[config.mk]
export PLATFORM = sky130hd
export DESIGN_NAME = tcw_queue
export DESIGN_NICKNAME = d
export VERILOG_FILES = /design/src/rtl/tcw_pkg.sv /design/src/rtl/tcw_queue.sv
export SDC_FILE = /design/constraint.sdc
export NUM_CORES = 1
export LEC_CHECK = 0
export BUFFER_PORTS_ARGS = -buffer_cell sky130_fd_sc_hd__buf_2
export CAP_MARGIN = 20
export CORE_MARGIN = 2
export CORE_UTILIZATION = 45
export DETAILED_ROUTE_END_ITERATION = 8
export GPL_ROUTABILITY_DRIVEN = 1
export GPL_TIMING_DRIVEN = 0
export PLACE_DENSITY = 0.67
export SYNTH_ARGS = -nofsm -noshare
export SYNTH_HDL_FRONTEND = slang
export SYNTH_SLANG_ARGS = --single-unit
[constraint.sdc]
create_clock -name clk -period 1.93 [get_ports clk]
set_clock_uncertainty 0.05 [all_clocks]
set_input_delay 0.193 -clock clk [delete_from_list [all_inputs] [get_ports clk]]
set_output_delay 0.193 -clock clk [all_outputs]
set_load 0.1 [all_outputs]
[src/rtl/tcw_pkg.sv]
// shared constants, types and address helpers for the text console writer
package tcw_pkg;

  localparam int COLUMNS     = 80;
  localparam int ROWS        = 25;
  localparam int CELLS       = ROWS * COLUMNS;
  localparam int ROW_W       = 5;
  localparam int COL_W       = 7;
  localparam int CHAR_W      = 8;
  localparam int CELL_W      = 16;
  localparam int ADDR_W      = $clog2(CELLS);
  localparam int QUEUE_DEPTH = 4;
  localparam int QPTR_W      = $clog2(QUEUE_DEPTH);
  localparam int QCNT_W      = $clog2(QUEUE_DEPTH + 1);
  localparam int IN_DATA_W   = 24;
  localparam int OUT_DATA_W  = 32;

  localparam logic [CHAR_W-1:0] NEWLINE_CODE = 8'h0a;
  localparam logic [CHAR_W-1:0] BLANK_CODE   = 8'h20;
  localparam logic [CHAR_W-1:0] RESET_COLOR  = 8'h07;

  typedef enum logic [1:0] {
    CMD_READ,
    CMD_NEWLINE,
    CMD_PUT
  } cmd_kind_t;

  typedef struct packed {
    cmd_kind_t         kind;
    logic              in_range;
    logic [CHAR_W-1:0] char_code;
    logic [ROW_W-1:0]  row;
    logic [COL_W-1:0]  col;
  } cmd_t;

  // logical row to physical row of the ring of rows
  function automatic logic [ROW_W-1:0] phys_row(input logic [ROW_W-1:0] top,
                                                input logic [ROW_W-1:0] row);
    logic [ROW_W:0] sum;
    sum = {1'b0, top} + {1'b0, row};
    if (sum >= (ROW_W+1)'(ROWS)) begin
      sum = sum - (ROW_W+1)'(ROWS);
    end
    return sum[ROW_W-1:0];
  endfunction

  function automatic logic [ADDR_W-1:0] cell_addr(input logic [ROW_W-1:0] prow,
                                                  input logic [COL_W-1:0] col);
    return ADDR_W'(prow) * ADDR_W'(COLUMNS) + ADDR_W'(col);
  endfunction

endpackage

[src/rtl/tcw_queue.sv]
// short command queue between intake and execution
module tcw_queue (
  input  logic          clk,
  input  logic          rst,
  input  logic          wvalid,
  output logic          wready,
  input  tcw_pkg::cmd_t wdata,
  output logic          rvalid,
  input  logic          rready,
  output tcw_pkg::cmd_t rdata
);

  tcw_pkg::cmd_t                entries [tcw_pkg::QUEUE_DEPTH];
  logic [tcw_pkg::QPTR_W-1:0]   wr_ptr;
  logic [tcw_pkg::QPTR_W-1:0]   rd_ptr;
  logic [tcw_pkg::QCNT_W-1:0]   count;
  logic                         push;
  logic                         pop;

  assign wready = (count != tcw_pkg::QCNT_W'(tcw_pkg::QUEUE_DEPTH));
  assign rvalid = (count != '0);
  assign rdata  = entries[rd_ptr];
  assign push   = wvalid && wready;
  assign pop    = rvalid && rready;

  always_ff @(posedge clk) begin
    if (rst) begin
      wr_ptr <= '0;
      rd_ptr <= '0;
      count  <= '0;
    end else begin
      if (push) begin
        wr_ptr <= wr_ptr + tcw_pkg::QPTR_W'(1);
      end
      if (pop) begin
        rd_ptr <= rd_ptr + tcw_pkg::QPTR_W'(1);
      end
      if (push && !pop) begin
        count <= count + tcw_pkg::QCNT_W'(1);
      end else if (pop && !push) begin
        count <= count - tcw_pkg::QCNT_W'(1);
      end
    end
  end

  always_ff @(posedge clk) begin
    if (push) begin
      entries[wr_ptr] <= wdata;
    end
  end

endmodule

==> impl_metrics.csv <==
group,metric,value,unit
timing,rsz0062_at_grt,"yes",
logic_synthesis,synth_area,0.00383,sq mm
clock_network,clkTransAtPathRegs,0.09,ns
min_path,whs_path_depth,1,
floorplanning,fp.coreArea,0.00826,sq mm
cells_and_area,fillers,625,
cells_and_area,syn_to_final_growth,29.0,%
logic_synthesis,seq_area_frac_synth,0.768,
clock_network,cts_inserted_buffers,9,
timing,fin_hold_ws,0.0110,ns
min_path,min_path_type,"input port to flop",
power_and_ir_drop,power.leakage,1.73,nW
timing,post-route-min-period,1.95,ns
timing,hold_violations,0,
timing,finalSetupTns,-0.0448,ns
status,status,"complete, but fails checks",
floorplanning,die_w,96.3,microns
floorplanning,die_h,96.3,microns
worst_setup_path,critPathKind,"flop to output port",
worst_setup_path,crit_path_max_fanout,7,
logic_synthesis,syn-mean-instance-area,22.8,sq um
placement,dp_cells,327,
timing,fin_ws,-0.0155,ns
floorplanning,start_util,0.464,
logic_synthesis,yosys_warnings,0,
power_and_ir_drop,vdd_ir_drop_max,0.882,mV
cells_and_area,drive_above_1_share,0.452,
global_routing,grt_pass1_wl,9190,microns
routing,firstDrtPassIters,6,
clock_network,clock-root-buffer,"clkbuf_8",
cells_and_area,final_cells,364,
floorplanning,die-area,0.00927,sq mm
worst_setup_path,reg2reg_depth,7,
global_routing,grt_pass1_vias,1831,
logic_synthesis,postSynthCellCount,168,
floorplanning,pin_count,52,
cells_and_area,layout.cells.most_common,"edfxtp_1",
timing,slew_headroom,0.678,
worst_setup_path,r2r-start,"count[0]",
power_and_ir_drop,power,7.96,mW
clock_network,cts_tree,"done",
clock_network,numClockSinks,101,
placement,portBuffers,50,
status,violations,"setup timing",
worst_setup_path,cp-end-kind,"output port",
timing,maxSlewViolCount,0,
clock_network,clock_tree.buffer_depth,2,
clock_network,clk-insertion-delay-late,0.34,ns
placement,place_congestion,0.707,
routing,ant_nets,0,
global_routing,grt_overflow,0,
timing,max_clock_freq,514,MHz
worst_setup_path,required,1.69,ns
routing,drt-vias-per-instance,5.10,
routing,drcViolationCount,0,
routing,wirelength,6220,microns
power_and_ir_drop,p_per_area,1610,mW/mm^2
cells_and_area,nNetsFinal,287,
routing,num_vias,1858,
worst_setup_path,crit_arrival,1.70,ns
global_routing,grt_max_degree,17,
logic_synthesis,synthFlopType,"edfxtp_1",
timing,worstMarginPinSlew,0.486,ns
floorplanning,placementRows,33,
logic_synthesis,synthesis.nets,201,
logic_synthesis,yosys-top-cells-area,"edfxtp_1, mux4_2, dfxtp_1",
clock_network,htreeDepth,3,
timing,setup_viol,6,
logic_synthesis,async_flop_share,0,
logic_synthesis,synth_top_area_frac,0.721,
global_routing,grtUsageTotal,0.138,
logic_synthesis,synth_top_area_cell,"edfxtp_1",
placement,dp_hpwl,3950,microns
job,drv_cap,0,
logic_synthesis,synth_seq_cells,101,
routing,drt_iter0_markers,99,
logic_synthesis,synth_edf_count,92,
global_routing,antenna_found_initial,0,
logic_synthesis,synth_cell_type_count,25,
routing,wl_per_cell,17.1,microns
cells_and_area,final_cell_mix,"edfxtp_1, buf_2, mux4_2, buf_6, dlygate4sd3_1",
timing,period_share,1.01,
worst_setup_path,reg2reg_slack,0.01,ns
worst_setup_path,cp-start-kind,"flop",
min_path,min_from,"wdata[15]",
cells_and_area,diodes,0,
==> registers in the layout, summed over array words and instances (netlist names), named ones only <==
| register | cells |
|---|---|
| rd_ptr | 2 |
| count | 3 |
| entries | 92 |
| wr_ptr | 2 |
==> logic make-up (layout without fill, tap and decap cells) <==
| kind of cell | after synthesis | after routing | share of synthesized area |
|---|---|---|---|
| buffers and inverters | 9 | 100 | 0.0199 |
| adders and majority gates | 6 | 6 | 0.0215 |
| DFF | 101 | 101 | 0.768 |
| AOI/OAI and AO/OA | 5 | 5 | 0.0131 |
| and+or+nand+nor | 17 | 17 | 0.0225 |
| xor gates and xnor gates | 4 | 4 | 0.00914 |
| muxes | 26 | 26 | 0.146 |
==> metrics by stage <==
stage | area (sq um) | setup WS, ns | utilization
global placement | 4230 | -0.245 | 0.513
floorplan | 3850 | 0.0104 | -
global route | 4950 | -0.0856 | 0.599
finish | 4950 | -0.0155 | 0.599
detailed placement | 4340 | -0.170 | 0.526
CTS | 4780 | -0.0506 | 0.579
==> layout make-up <==
| type | count | area [sq um] | area share |
|---|---|---|---|
| tap | 105 | 131 | 0.0266 |
| timing repair buffer | 75 | 746 | 0.151 |
| buffer | 6 | 78.8 | 0.0159 |
| sequential | 101 | 2960 | 0.598 |
| clock buffer | 11 | 131 | 0.0266 |
| multi-input combinational | 58 | 833 | 0.168 |
| inverter | 3 | 11.3 | 0.00228 |
| clock inverter | 5 | 58.8 | 0.0119 |
==> power by group <==
part | switching [mW] | total (mW) | internal, mW
clock network | 0.682 | 1.29 | 0.604
logic | 2.56 | 3.89 | 1.33
registers | 0.111 | 2.78 | 2.67
==> timing repair <==
action                                 CTS  global route
setup endpoints to repair               24            68
gates resized for setup                 46            18
setup buffers                            5             3
hold buffers                             7             4
cloned                                   0             2
endpoints found under the hold margin   27            13
pin swaps                                4             2
==> synth_stat cells, types with 2 or more instances <==
cell type / number
edfxtp_1: 92
xor2_1: 4
mux4_2: 20
or3_1: 2
inv_1: 3
and2_1: 4
nand2b_1: 2
nor2_1: 7
mux4_1: 3
buf_12: 2
ha_1: 5
buf_2: 2
mux2i_1: 2
dfxtp_1: 9
==> metal layers <==
metal  track usage  wire length [microns]
met4        0.0317                     52
met5             0                      0
met3        0.0431                    239
met2         0.242                   3190
met1         0.167                   2750
==> critical path: stages, from the launching register on <==
cell and delay (ns):
dfxtp_2 0.35, buf_12 0.14, clkbuf_16 0.16, mux4_2 0.51, buf_6 0.20
==> final timing paths <==
| path | endpoint |
|---|---|
| worst max-delay path | rdata[7] |
| worst min-delay path | entries[0][15] |
| worst max register to register | count[2] |
| worst min register to register | wr_ptr[1] |
(Power assumes the default switching activity.)
