## config.mk

```make
export PLATFORM = sky130hd
export DESIGN_NAME = tcw_front
export DESIGN_NICKNAME = d
export VERILOG_FILES = /design/src/rtl/tcw_pkg.sv /design/src/rtl/tcw_front.sv
export SDC_FILE = /design/constraint.sdc
export NUM_CORES = 1
export LEC_CHECK = 0
export BUFFER_PORTS_ARGS = -buffer_cell sky130_fd_sc_hd__buf_2
export CORE_MARGIN = 5
export CORE_UTILIZATION = 42
export DETAILED_ROUTE_END_ITERATION = 12
export GPL_ROUTABILITY_DRIVEN = 0
export GPL_TIMING_DRIVEN = 0
export PLACE_DENSITY = 0.91
export SLEW_MARGIN = 0
export SYNTH_ARGS = -nofsm -noshare
export SYNTH_HDL_FRONTEND = slang
export SYNTH_SLANG_ARGS = --single-unit
```

## constraint.sdc

```tcl
create_clock -name clk -period 2.8 [get_ports clk]
set_input_delay 0 -clock clk [delete_from_list [all_inputs] [get_ports clk]]
set_output_delay 0 -clock clk [all_outputs]
set_load 0.01 [all_outputs]
```

## src/rtl/tcw_pkg.sv

```systemverilog
// shared constants, types and address helpers for the text console writer
package tcw_pkg;

  localparam int COLUMNS     = 80;
  localparam int ROWS        = 25;
  localparam int CELLS       = ROWS * COLUMNS;
  localparam int ROW_W       = 5;
  localparam int COL_W       = 7;
  localparam int CHAR_W      = 8;
  localparam int CELL_W      = 16;
  localparam int ADDR_W      = $clog2(CELLS);
  localparam int QUEUE_DEPTH = 4;
  localparam int QPTR_W      = $clog2(QUEUE_DEPTH);
  localparam int QCNT_W      = $clog2(QUEUE_DEPTH + 1);
  localparam int IN_DATA_W   = 24;
  localparam int OUT_DATA_W  = 32;

  localparam logic [CHAR_W-1:0] NEWLINE_CODE = 8'h0a;
  localparam logic [CHAR_W-1:0] BLANK_CODE   = 8'h20;
  localparam logic [CHAR_W-1:0] RESET_COLOR  = 8'h07;

  typedef enum logic [1:0] {
    CMD_READ,
    CMD_NEWLINE,
    CMD_PUT
  } cmd_kind_t;

  typedef struct packed {
    cmd_kind_t         kind;
    logic              in_range;
    logic [CHAR_W-1:0] char_code;
    logic [ROW_W-1:0]  row;
    logic [COL_W-1:0]  col;
  } cmd_t;

  // logical row to physical row of the ring of rows
  function automatic logic [ROW_W-1:0] phys_row(input logic [ROW_W-1:0] top,
                                                input logic [ROW_W-1:0] row);
    logic [ROW_W:0] sum;
    sum = {1'b0, top} + {1'b0, row};
    if (sum >= (ROW_W+1)'(ROWS)) begin
      sum = sum - (ROW_W+1)'(ROWS);
    end
    return sum[ROW_W-1:0];
  endfunction

  function automatic logic [ADDR_W-1:0] cell_addr(input logic [ROW_W-1:0] prow,
                                                  input logic [COL_W-1:0] col);
    return ADDR_W'(prow) * ADDR_W'(COLUMNS) + ADDR_W'(col);
  endfunction

endpackage

```

## src/rtl/tcw_front.sv

```systemverilog
// request intake: decodes each request into a command and holds it for the queue
module tcw_front (
  input  logic                         clk,
  input  logic                         rst,
  input  logic                         s_valid,
  output logic                         s_ready,
  input  logic                         s_action,
  input  logic [tcw_pkg::IN_DATA_W-1:0] s_data,
  input  logic                         clearing,
  output logic                         q_wvalid,
  input  logic                         q_wready,
  output tcw_pkg::cmd_t                q_wdata
);

  tcw_pkg::cmd_t cmd_in;
  tcw_pkg::cmd_t held;
  logic          held_valid;
  logic          s_fire;

  always_comb begin
    cmd_in.char_code = s_data[7:0];
    cmd_in.row       = s_data[12:8];
    cmd_in.col       = s_data[19:13];
    cmd_in.in_range  = (cmd_in.row < tcw_pkg::ROW_W'(tcw_pkg::ROWS)) &&
                       (cmd_in.col < tcw_pkg::COL_W'(tcw_pkg::COLUMNS));
    if (s_action) begin
      cmd_in.kind = tcw_pkg::CMD_READ;
    end else if (cmd_in.char_code == tcw_pkg::NEWLINE_CODE) begin
      cmd_in.kind = tcw_pkg::CMD_NEWLINE;
    end else begin
      cmd_in.kind = tcw_pkg::CMD_PUT;
    end
  end

  assign s_ready  = !clearing && (!held_valid || q_wready);
  assign s_fire   = s_valid && s_ready;
  assign q_wvalid = held_valid;
  assign q_wdata  = held;

  always_ff @(posedge clk) begin
    if (rst) begin
      held_valid <= 1'b0;
    end else begin
      held_valid <= s_fire || (held_valid && !q_wready);
    end
  end

  always_ff @(posedge clk) begin
    if (s_fire) begin
      held <= cmd_in;
    end
  end

endmodule

```

==> flow_metrics.py, run 1 <==
metrics = {
    "run_status": {
        "status": "finished, final reports clean",
    },
    "critical_path": {
        "critPathRequiredTime_ns": 2.83,
        "cp_cell_sequence": "nor2b_1, nor2_2, buf_8",
        "cpMaxStageDelayCell": "dfxtp_1",
        "crit_path_start_kind": "register",
        "crit_family": "simple AND/OR/NAND/NOR gates",
        "rr_startpoint": "q_wvalid",
        "cpPeakStageDelay_ns": 0.34,
        "startpoint": "q_wvalid",
        "setup.worst_path.class": "reg2reg",
        "cp.arrival_ns": 1.33,
        "crit_path_end_kind": "register",
        "cp_num_buf_inv": 1,
        "crit_fanout": 18,
    },
    "sta": {
        "fin_hold_ws_ns": 0.136,
        "hold_viol_final": 0,
        "clock_skew_ns": 0.00467,
        "max-slew-margin-rel_pct": 73.4,
        "max_freq_mhz": 771,
        "setup_viol": 0,
        "fin_crit_ns": 1.30,
        "worst-slew-pin-transition_ns": 0.394,
        "maxSlewViolCount": 0,
        "fin_crit_sh_pct": 46.3,
        "setup_tns_ns": 0,
        "rsz0062_at_grt": "no",
    },
    "clock_tree": {
        "post_cts.repair.setup_buffers": 0,
        "ctsResizeCount": 0,
        "cts_root_buffer": "clkbuf_4",
        "tritoncts": "built",
        "clk_path_buf_depth": 2,
        "clkSlewWorstSetupHoldPaths_ns": 0.13,
        "insertion_delay_ns": 0.31,
        "ctsHtreeMaxLevel": 1,
        "clock_sinks": 24,
        "holdBufCountCts": 23,
        "numCtsBuffers": 3,
    },
    "floorplan": {
        "die_h_um": 53.6,
        "dieWidth_um": 53.6,
        "core-area_um2": 1760,
        "rows": 15,
        "initial_core_util_pct": 45.3,
        "ioPinCount": 55,
        "die-area_um2": 2880,
    },
    "routing": {
        "routed_via_density": 4.63,
        "drt-initial-drc-count": 9,
        "num_vias": 648,
        "firstDrtPassIters": 3,
        "wl_per_cell_um": 15.2,
        "postRouteAntennaNets": 0,
        "drt_wl_total_um": 2130,
        "drcViolationCount": 0,
    },
    "grt": {
        "grt_use_met3_pct": 2.22,
        "grt_pass1_vias": 686,
        "grt_pass1_wl_um": 3210,
        "antenna_found_initial": 0,
        "use_met2_pct": 32.9,
        "grt_max_degree": 19,
        "grt_usage_pct": 16.7,
        "grt.overflow.total": 0,
        "grt_use_met1_pct": 15.9,
        "top_usage_layer": "met2",
    },
    "cells_and_area": {
        "diodes": 0,
        "postLayoutCellArea_um2": 1360,
        "stdcell_count": 140,
        "drive_above_1_share_pct": 48.7,
        "register_area_um2": 711,
        "nets": 146,
        "multi_input_area_um2": 91.3,
        "fill_cells": 120,
        "area_growth_pct": 69.5,
    },
    "placement": {
        "postPlaceCellArea_um2": 1100,
        "io_buffers": 50,
        "place_hpwl_um": 1370,
        "placed_cells": 113,
    },
    "yosys": {
        "synth_cell_types": 13,
        "netlist_top_cells_area": "edfxtp_1 (86%), dfxtp_1 (2.5%), nand2b_1 (1.6%)",
        "syn_nets": 67,
        "synthCells": 37,
        "avgSynthCellArea_um2": 21.6,
        "synth_seq_cells": 24,
        "yosysWarnings": 0,
        "yosysTopAreaCell": "edfxtp_1",
        "yosysSeqAreaShare_pct": 88.9,
        "synth_top_area_share_pct": 86.4,
        "syn_area_um2": 800,
    },
    "pwr": {
        "p_total_uw": 658,
        "p_leak_nw": 0.566,
        "ir_drop_uv": 364,
        "power_density_nw_per_um2": 485,
    },
    "worst_hold_path": {
        "min_path_type": "in2reg",
        "hp-start": "s_valid",
    },
    "flow_run": {
        "drv_cap": 0,
    },
}
-- kinds of logic (layout without fill, tap and decap cells) --
kind of cell           count (synthesis)  count (layout)  share of synthesized area [%]
DFF                                   24              24                           88.9
and+or+nand+nor                        9               9                           7.51
AOI/OAI and AO/OA                      4               4                           3.60
buffers and inverters                  0              78                              0
-- state kept, by name, summed over array words and instances (netlist names) --
register  flops
q_wdata      23
q_wvalid      1
-- synthesized netlist by cell type, drive strengths merged --
cell type,instances
o311ai,1
nand2b,2
edfxtp,23
dfxtp,1
nor3,1
o21ba,1
nor2,2
o21ai,1
nand4bb,1
nor2b,1
or4,1
and2,1
a21oi,1
-- per-layer routing --
metal,part of all wire (%),wire length [um],up-vias
li1,-,-,303
met1,36,760,312
met2,57,1220,31
met3,5.9,125,2
met4,1.3,27,0
met5,0,0,-
-- final cells by class --
class,instances,area share (%)
repair buffers,74,36.6
flip-flops and latches,24,52.4
clock buffers,4,1.94
well taps,25,2.31
multi-input cells,13,6.74
-- power breakdown --
group          leakage [nW]  total, mW  switching [mW]  internal (mW)
clock network        0.0150      0.156           0.101         0.0556
registers             0.223      0.415         0.00378          0.411
logic                 0.328     0.0864          0.0367         0.0497
total                 0.566      0.658           0.141          0.517
-- metrics by stage --
step / worst slack (ns) / util [%]
finish: 1.50 / 76.8
global route: 1.43 / 76.8
CTS: 1.49 / 76.8
detailed placement: 1.51 / 62.3
global placement: 0.687 / 61.3
floorplan: 0.922 / -
-- final timing paths --
kind	end	cells past startpoint	slack (ns)
worst max-delay path	q_wdata[14]	3	1.50
worst min-delay path	q_wdata[11]	3	0.14
worst max register to register	q_wdata[14]	3	1.50
worst min register to register	q_wdata[11]	2	0.87
-- cell usage in the layout (no fill, tap or decap), drive strengths merged --
master / n
nor2b: 1
buf: 51
nand4bb: 1
or4: 1
nand2b: 2
o21ba: 1
clkbuf: 4
nor3: 1
dfxtp: 1
o21ai: 1
edfxtp: 23
o311ai: 1
dlygate4sd3: 23
a21oi: 1
and2: 1
nor2: 2
-- worst register-to-register path: cells and delay by family (launching register included) --
| kind | cells | cell delay [ns] |
|---|---|---|
| buf+inv | 1 | 0.23 |
| simple gates | 2 | 0.45 |
| flops | 1 | 0.34 |
(Power assumes the default switching activity.)
==> inputs of run 2 (changes only) <==
--- a/config.mk
+++ b/config.mk
@@ -7,11 +7,11 @@
 export LEC_CHECK = 0
 export BUFFER_PORTS_ARGS = -buffer_cell sky130_fd_sc_hd__buf_2
 export CORE_MARGIN = 5
-export CORE_UTILIZATION = 42
+export CORE_UTILIZATION = 39
 export DETAILED_ROUTE_END_ITERATION = 12
 export GPL_ROUTABILITY_DRIVEN = 0
 export GPL_TIMING_DRIVEN = 0
-export PLACE_DENSITY = 0.91
+export PLACE_DENSITY = 0.86
 export SLEW_MARGIN = 0
 export SYNTH_ARGS = -nofsm -noshare
 export SYNTH_HDL_FRONTEND = slang
==> constraint.sdc (replaced) <==
create_clock -name clk -period 1.2 [get_ports clk]
set_input_delay 0 -clock clk [delete_from_list [all_inputs] [get_ports clk]]
set_output_delay 0 -clock clk [all_outputs]
set_load 0.01 [all_outputs]
==> flow_metrics.py, run 2 (synthesis results as in run 1) <==
metrics = {
    "cells_and_area": {
        "drive_above_1_share_pct": 50.9,
        "diodes": 0,
        "multi_input_area_um2": 121,
        "register_area_um2": 712,
        "layout_common_cells": "buf_2 (49), dlygate4sd3_1 (23), edfxtp_1 (23)",
        "mostFrequentLayoutCell": "buf_2",
        "area_growth_pct": 71.2,
        "largest_reg_flops": 23,
        "fill_cells": 158,
        "nets": 145,
        "final_util_pct": 69.8,
    },
    "sta": {
        "worst-slew-pin-transition_ns": 0.334,
        "maxSlewViolCount": 0,
        "clock_skew_ns": 0.00202,
        "setup_ws_ns": 0.0650,
        "fin_hold_ws_ns": 0.106,
        "setup_tns_ns": 0,
        "rsz0062_at_grt": "no",
        "fin_crit_sh_pct": 94.6,
        "max_freq_mhz": 881,
        "hold_viol_final": 0,
        "setup_viol": 0,
        "fin_crit_ns": 1.13,
        "max-slew-margin-rel_pct": 77.5,
    },
    "clock_tree": {
        "clk_path_buf_depth": 2,
        "ctsHtreeMaxLevel": 1,
        "numCtsBuffers": 3,
        "post_cts.repair.setup_buffers": 0,
        "insertion_delay_ns": 0.30,
        "cts_root_buffer": "clkbuf_4",
        "clock_sinks": 24,
        "clkSlewWorstSetupHoldPaths_ns": 0.11,
        "tritoncts": "built",
    },
    "critical_path": {
        "crit_path_end_kind": "register",
        "critPathRequiredTime_ns": 1.27,
        "crit_path_start_kind": "input pin",
        "r2r_end": "q_wvalid",
        "startpoint": "s_data[6]",
        "rr_startpoint": "q_wvalid",
        "cp.arrival_ns": 1.20,
        "crit_end": "q_wdata[22]",
        "setup.worst_path.class": "in2reg",
        "r2r_cells": 3,
        "crit_fanout": 2,
        "rrSetupSlack_ns": 0.08,
    },
    "worst_hold_path": {
        "min_path_type": "in2reg",
    },
    "grt": {
        "grt_usage_pct": 12.8,
        "grt_pass1_vias": 651,
        "grt_max_degree": 14,
        "grt_pass1_wl_um": 3070,
        "grt.overflow.total": 0,
        "antenna_found_initial": 0,
    },
    "pwr": {
        "power.switching_uw": 306,
        "p_clk_share_pct": 22.5,
        "p_leak_nw": 0.562,
        "ir_drop_uv": 659,
        "pwr-share-seq_pct": 64.1,
        "p_total_mw": 1.51,
        "power_density_nw_per_um2": 1100,
        "p_int_mw": 1.20,
        "netSwitchingFraction_pct": 20.3,
        "p_comb_share_pct": 13.3,
    },
    "floorplan": {
        "initial_core_util_pct": 40.8,
        "die_h_um": 55.3,
        "dieWidth_um": 55.3,
        "core-area_um2": 1960,
        "ioPinCount": 55,
        "rows": 16,
        "die-area_um2": 3060,
    },
    "routing": {
        "wl_per_cell_um": 13.5,
        "drt_wl_total_um": 1910,
        "num_vias": 624,
        "drcViolationCount": 0,
        "firstDrtPassIters": 2,
        "drt-initial-drc-count": 7,
        "postRouteAntennaNets": 0,
        "routed_via_density": 4.43,
    },
    "placement": {
        "io_buffers": 50,
        "place_ws_ns": -0.0943,
    },
    "run_status": {
        "status": "finished, final reports clean",
    },
    "flow_run": {
        "drv_cap": 0,
    },
}
==> run 2: worst min-delay path by stage <==
stage | cells after the start | slack [ns] | end | start
after floorplan | 1 | 0.05 | s_ready | clearing
after global placement | 2 | 0.15 | q_wvalid | rst
after detailed placement | 2 | 0.15 | q_wvalid | rst
after CTS | 3 | 0.09 | q_wdata[21] | s_data[7]
after global routing | 3 | 0.09 | q_wdata[21] | s_data[7]
final | 3 | 0.11 | q_wdata[21] | s_data[7]
==> run 2: worst max-delay path, stage by stage <==
cell           delay, ns
dlygate4sd3_1       0.56
or4_4               0.44
o21ba_4             0.20
==> run 2: metal layers <==
| layer | wire (um) | share of wire, % | GRT usage, % | up-vias |
|---|---|---|---|---|
| met5 | 0 | 0 | 0 | - |
| met4 | 0 | 0 | 4.17 | 0 |
| met3 | 177 | 9.3 | 4.66 | 0 |
| met2 | 959 | 50 | 23.3 | 38 |
| met1 | 768 | 40 | 13.5 | 283 |
| li1 | - | - | - | 303 |
==> run 2: per-stage QoR <==
| stage | cells | cell area (um^2) |
|---|---|---|
| floorplan | 37 | 816 |
| global placement | 114 | 1100 |
| detailed placement | 114 | 1100 |
| CTS | 142 | 1370 |
| global route | 141 | 1370 |
| finish | 141 | 1370 |
==> run 2: cell type report <==
cell class / count / share of cell area, %
multi-input combinational: 14 / 8.87
tap: 27 / 2.47
clock buffer: 4 / 1.92
sequential: 24 / 52.0
timing repair buffer: 72 / 34.7
==> run 2: timing repair <==
item | 4_1_cts | 5_1_grt
gates resized for setup | 1 | 1
pin swaps | 1 | 0
hold buffers | 23 | 0
endpoints found under the setup margin | 23 | 1
endpoints found under the hold margin | 22 | 0
gates cloned | 1 | 0
==> run 2: power groups by stage <==
stage | Combinational, mW | Sequential, mW | Clock [mW]
floorplan | 0.0316 | 1.01 | 0
global route | 0.218 | 0.972 | 0.388
finish | 0.201 | 0.969 | 0.341
CTS | 0.200 | 0.969 | 0.348
global placement | 0.135 | 0.987 | 0
detailed placement | 0.138 | 0.988 | 0
==> inputs of run 3 (changes only) <==
--- a/config.mk
+++ b/config.mk
@@ -5,13 +5,16 @@
 export SDC_FILE = /design/constraint.sdc
 export NUM_CORES = 1
 export LEC_CHECK = 0
+export ABC_CLOCK_PERIOD_IN_PS = 1440
 export BUFFER_PORTS_ARGS = -buffer_cell sky130_fd_sc_hd__buf_2
+export CELL_PAD_IN_SITES_DETAIL_PLACEMENT = 1
+export CELL_PAD_IN_SITES_GLOBAL_PLACEMENT = 1
 export CORE_MARGIN = 5
-export CORE_UTILIZATION = 39
+export CORE_UTILIZATION = 32
 export DETAILED_ROUTE_END_ITERATION = 12
 export GPL_ROUTABILITY_DRIVEN = 0
 export GPL_TIMING_DRIVEN = 0
-export PLACE_DENSITY = 0.86
+export PLACE_DENSITY = 0.9
 export SLEW_MARGIN = 0
 export SYNTH_ARGS = -nofsm -noshare
 export SYNTH_HDL_FRONTEND = slang
==> constraint.sdc (replaced) <==
create_clock -name clk -period 1.44 [get_ports clk]
set_input_delay 0 -clock clk [delete_from_list [all_inputs] [get_ports clk]]
set_output_delay 0 -clock clk [all_outputs]
set_load 0.01 [all_outputs]
==> flow_metrics.py, run 3 (synthesis results as in run 1) <==
metrics = {
    "sta": {
        "hold_viol_final": 0,
        "worst-slew-pin-transition_ns": 0.629,
        "clock_skew_ns": 0.00961,
        "setup_viol": 0,
        "fin_hold_ws_ns": 0.252,
        "max-slew-margin-rel_pct": 58.0,
        "fin_crit_sh_pct": 95.2,
        "maxSlewViolCount": 0,
        "fin_crit_ns": 1.37,
        "rsz0062_at_grt": "no",
        "setup_tns_ns": 0,
        "max_freq_mhz": 729,
    },
    "floorplan": {
        "rows": 18,
        "die_h_um": 60.0,
        "initial_core_util_pct": 32.9,
        "die-area_um2": 3600,
        "ioPinCount": 55,
        "dieWidth_um": 60.0,
        "core-area_um2": 2430,
    },
    "routing": {
        "drt-initial-drc-count": 1,
        "drcViolationCount": 0,
        "drt_wl_total_um": 1980,
        "postRouteAntennaNets": 0,
        "firstDrtPassIters": 2,
        "num_vias": 617,
        "wl_per_cell_um": 13.8,
        "routed_via_density": 4.28,
    },
    "cells_and_area": {
        "largest_reg_flops": 23,
        "nets": 145,
        "final_util_pct": 56.0,
        "drive_above_1_share_pct": 49.1,
        "layout_common_cells": "buf_2 (50), dlygate4sd3_1 (23), edfxtp_1 (23)",
        "mostFrequentLayoutCell": "buf_2",
        "fill_cells": 269,
        "area_growth_pct": 70.3,
        "diodes": 0,
    },
    "grt": {
        "grt_max_degree": 24,
        "grt_usage_pct": 11.6,
        "grt_pass1_vias": 631,
        "grt.overflow.total": 0,
        "antenna_found_initial": 0,
        "grt_pass1_wl_um": 2880,
    },
    "clock_tree": {
        "clkSlewWorstSetupHoldPaths_ns": 0.13,
        "ctsHtreeMaxLevel": 1,
        "post_cts.repair.setup_buffers": 0,
        "ctsResizeCount": 0,
        "numCtsBuffers": 3,
        "insertion_delay_ns": 0.31,
        "cts_root_buffer": "clkbuf_4",
        "clk_path_buf_depth": 2,
        "tritoncts": "built",
        "clock_sinks": 24,
    },
    "critical_path": {
        "rrSetupSlack_ns": 0.07,
        "rr_startpoint": "q_wvalid",
        "critPathRequiredTime_ns": 1.39,
        "cp.arrival_ns": 1.32,
        "setup.worst_path.class": "reg2reg",
        "crit_end": "q_wdata[12]",
        "r2r_end": "q_wdata[12]",
        "r2r_cells": 2,
        "crit_path_start_kind": "register",
        "crit_fanout": 23,
        "crit_path_end_kind": "register",
        "startpoint": "q_wvalid",
    },
    "placement": {
        "io_buffers": 50,
    },
    "pwr": {
        "power_density_nw_per_um2": 963,
        "p_total_mw": 1.31,
        "p_leak_nw": 0.565,
        "ir_drop_uv": 661,
    },
    "worst_hold_path": {
        "min_path_type": "in2out",
    },
    "flow_run": {
        "drv_cap": 0,
    },
    "run_status": {
        "status": "finished, final reports clean",
    },
}
[run 3: cell count changes in the layout (fill, tap and decap cells not counted), sizes merged]
cell  previous run  this run
buf             49        50
nor2             3         2
[run 3: stage by stage]
stage               cell area, um^2  std cells  setup slack, ns
floorplan                       807         37            0.169
global placement               1090        117            0.110
detailed placement             1090        117           0.0665
CTS                            1360        144           0.0430
global route                   1360        144         0.000715
finish                         1360        144           0.0684
[run 3: critical path: stages (launching register included)]
cell	delay, ns
dfxtp_1	0.35
nor2b_1	0.16
nor2_4	0.50
[run 3: routing by layer]
metal	track usage (%)	vias up	routed length [um]
met5	0	-	0
met3	3.24	2	169
met2	21.5	32	1100
met4	5.70	0	14
li1	-	300	-
met1	11.7	283	696
[run 3: timing repair]
action                     4_1_cts  5_1_grt
hold buffers                    23        0
setup endpoints to repair        0       11
hold endpoints to repair        22        0
[run 3: final cells by class]
cell class                 count  area (um^2)  share of cell area, %
sequential                    24          711                   52.2
timing repair buffer          73          480                   35.3
multi-input combinational     13         96.3                   7.08
tap                           30         37.5                   2.76
clock buffer                   4         36.3                   2.67
[run 3: worst min-delay path by stage]
stage,startpoint,endpoint,slack (ns),cells after the start
final,clearing,s_ready,0.25,3
after global routing,s_valid,q_wdata[11],0.26,3
after CTS,clearing,s_ready,0.25,3
after detailed placement,rst,q_wvalid,0.17,2
after global placement,rst,q_wvalid,0.15,2
after floorplan,clearing,s_ready,0.05,1
[run 3: where the power goes]
| part | internal [mW] | leakage (nW) | switching (mW) |
|---|---|---|---|
| registers | 0.800 | 0.223 | 0.00739 |
| clock network | 0.154 | 0.0210 | 0.187 |
| logic | 0.0933 | 0.321 | 0.0686 |
| total | 1.05 | 0.565 | 0.263 |
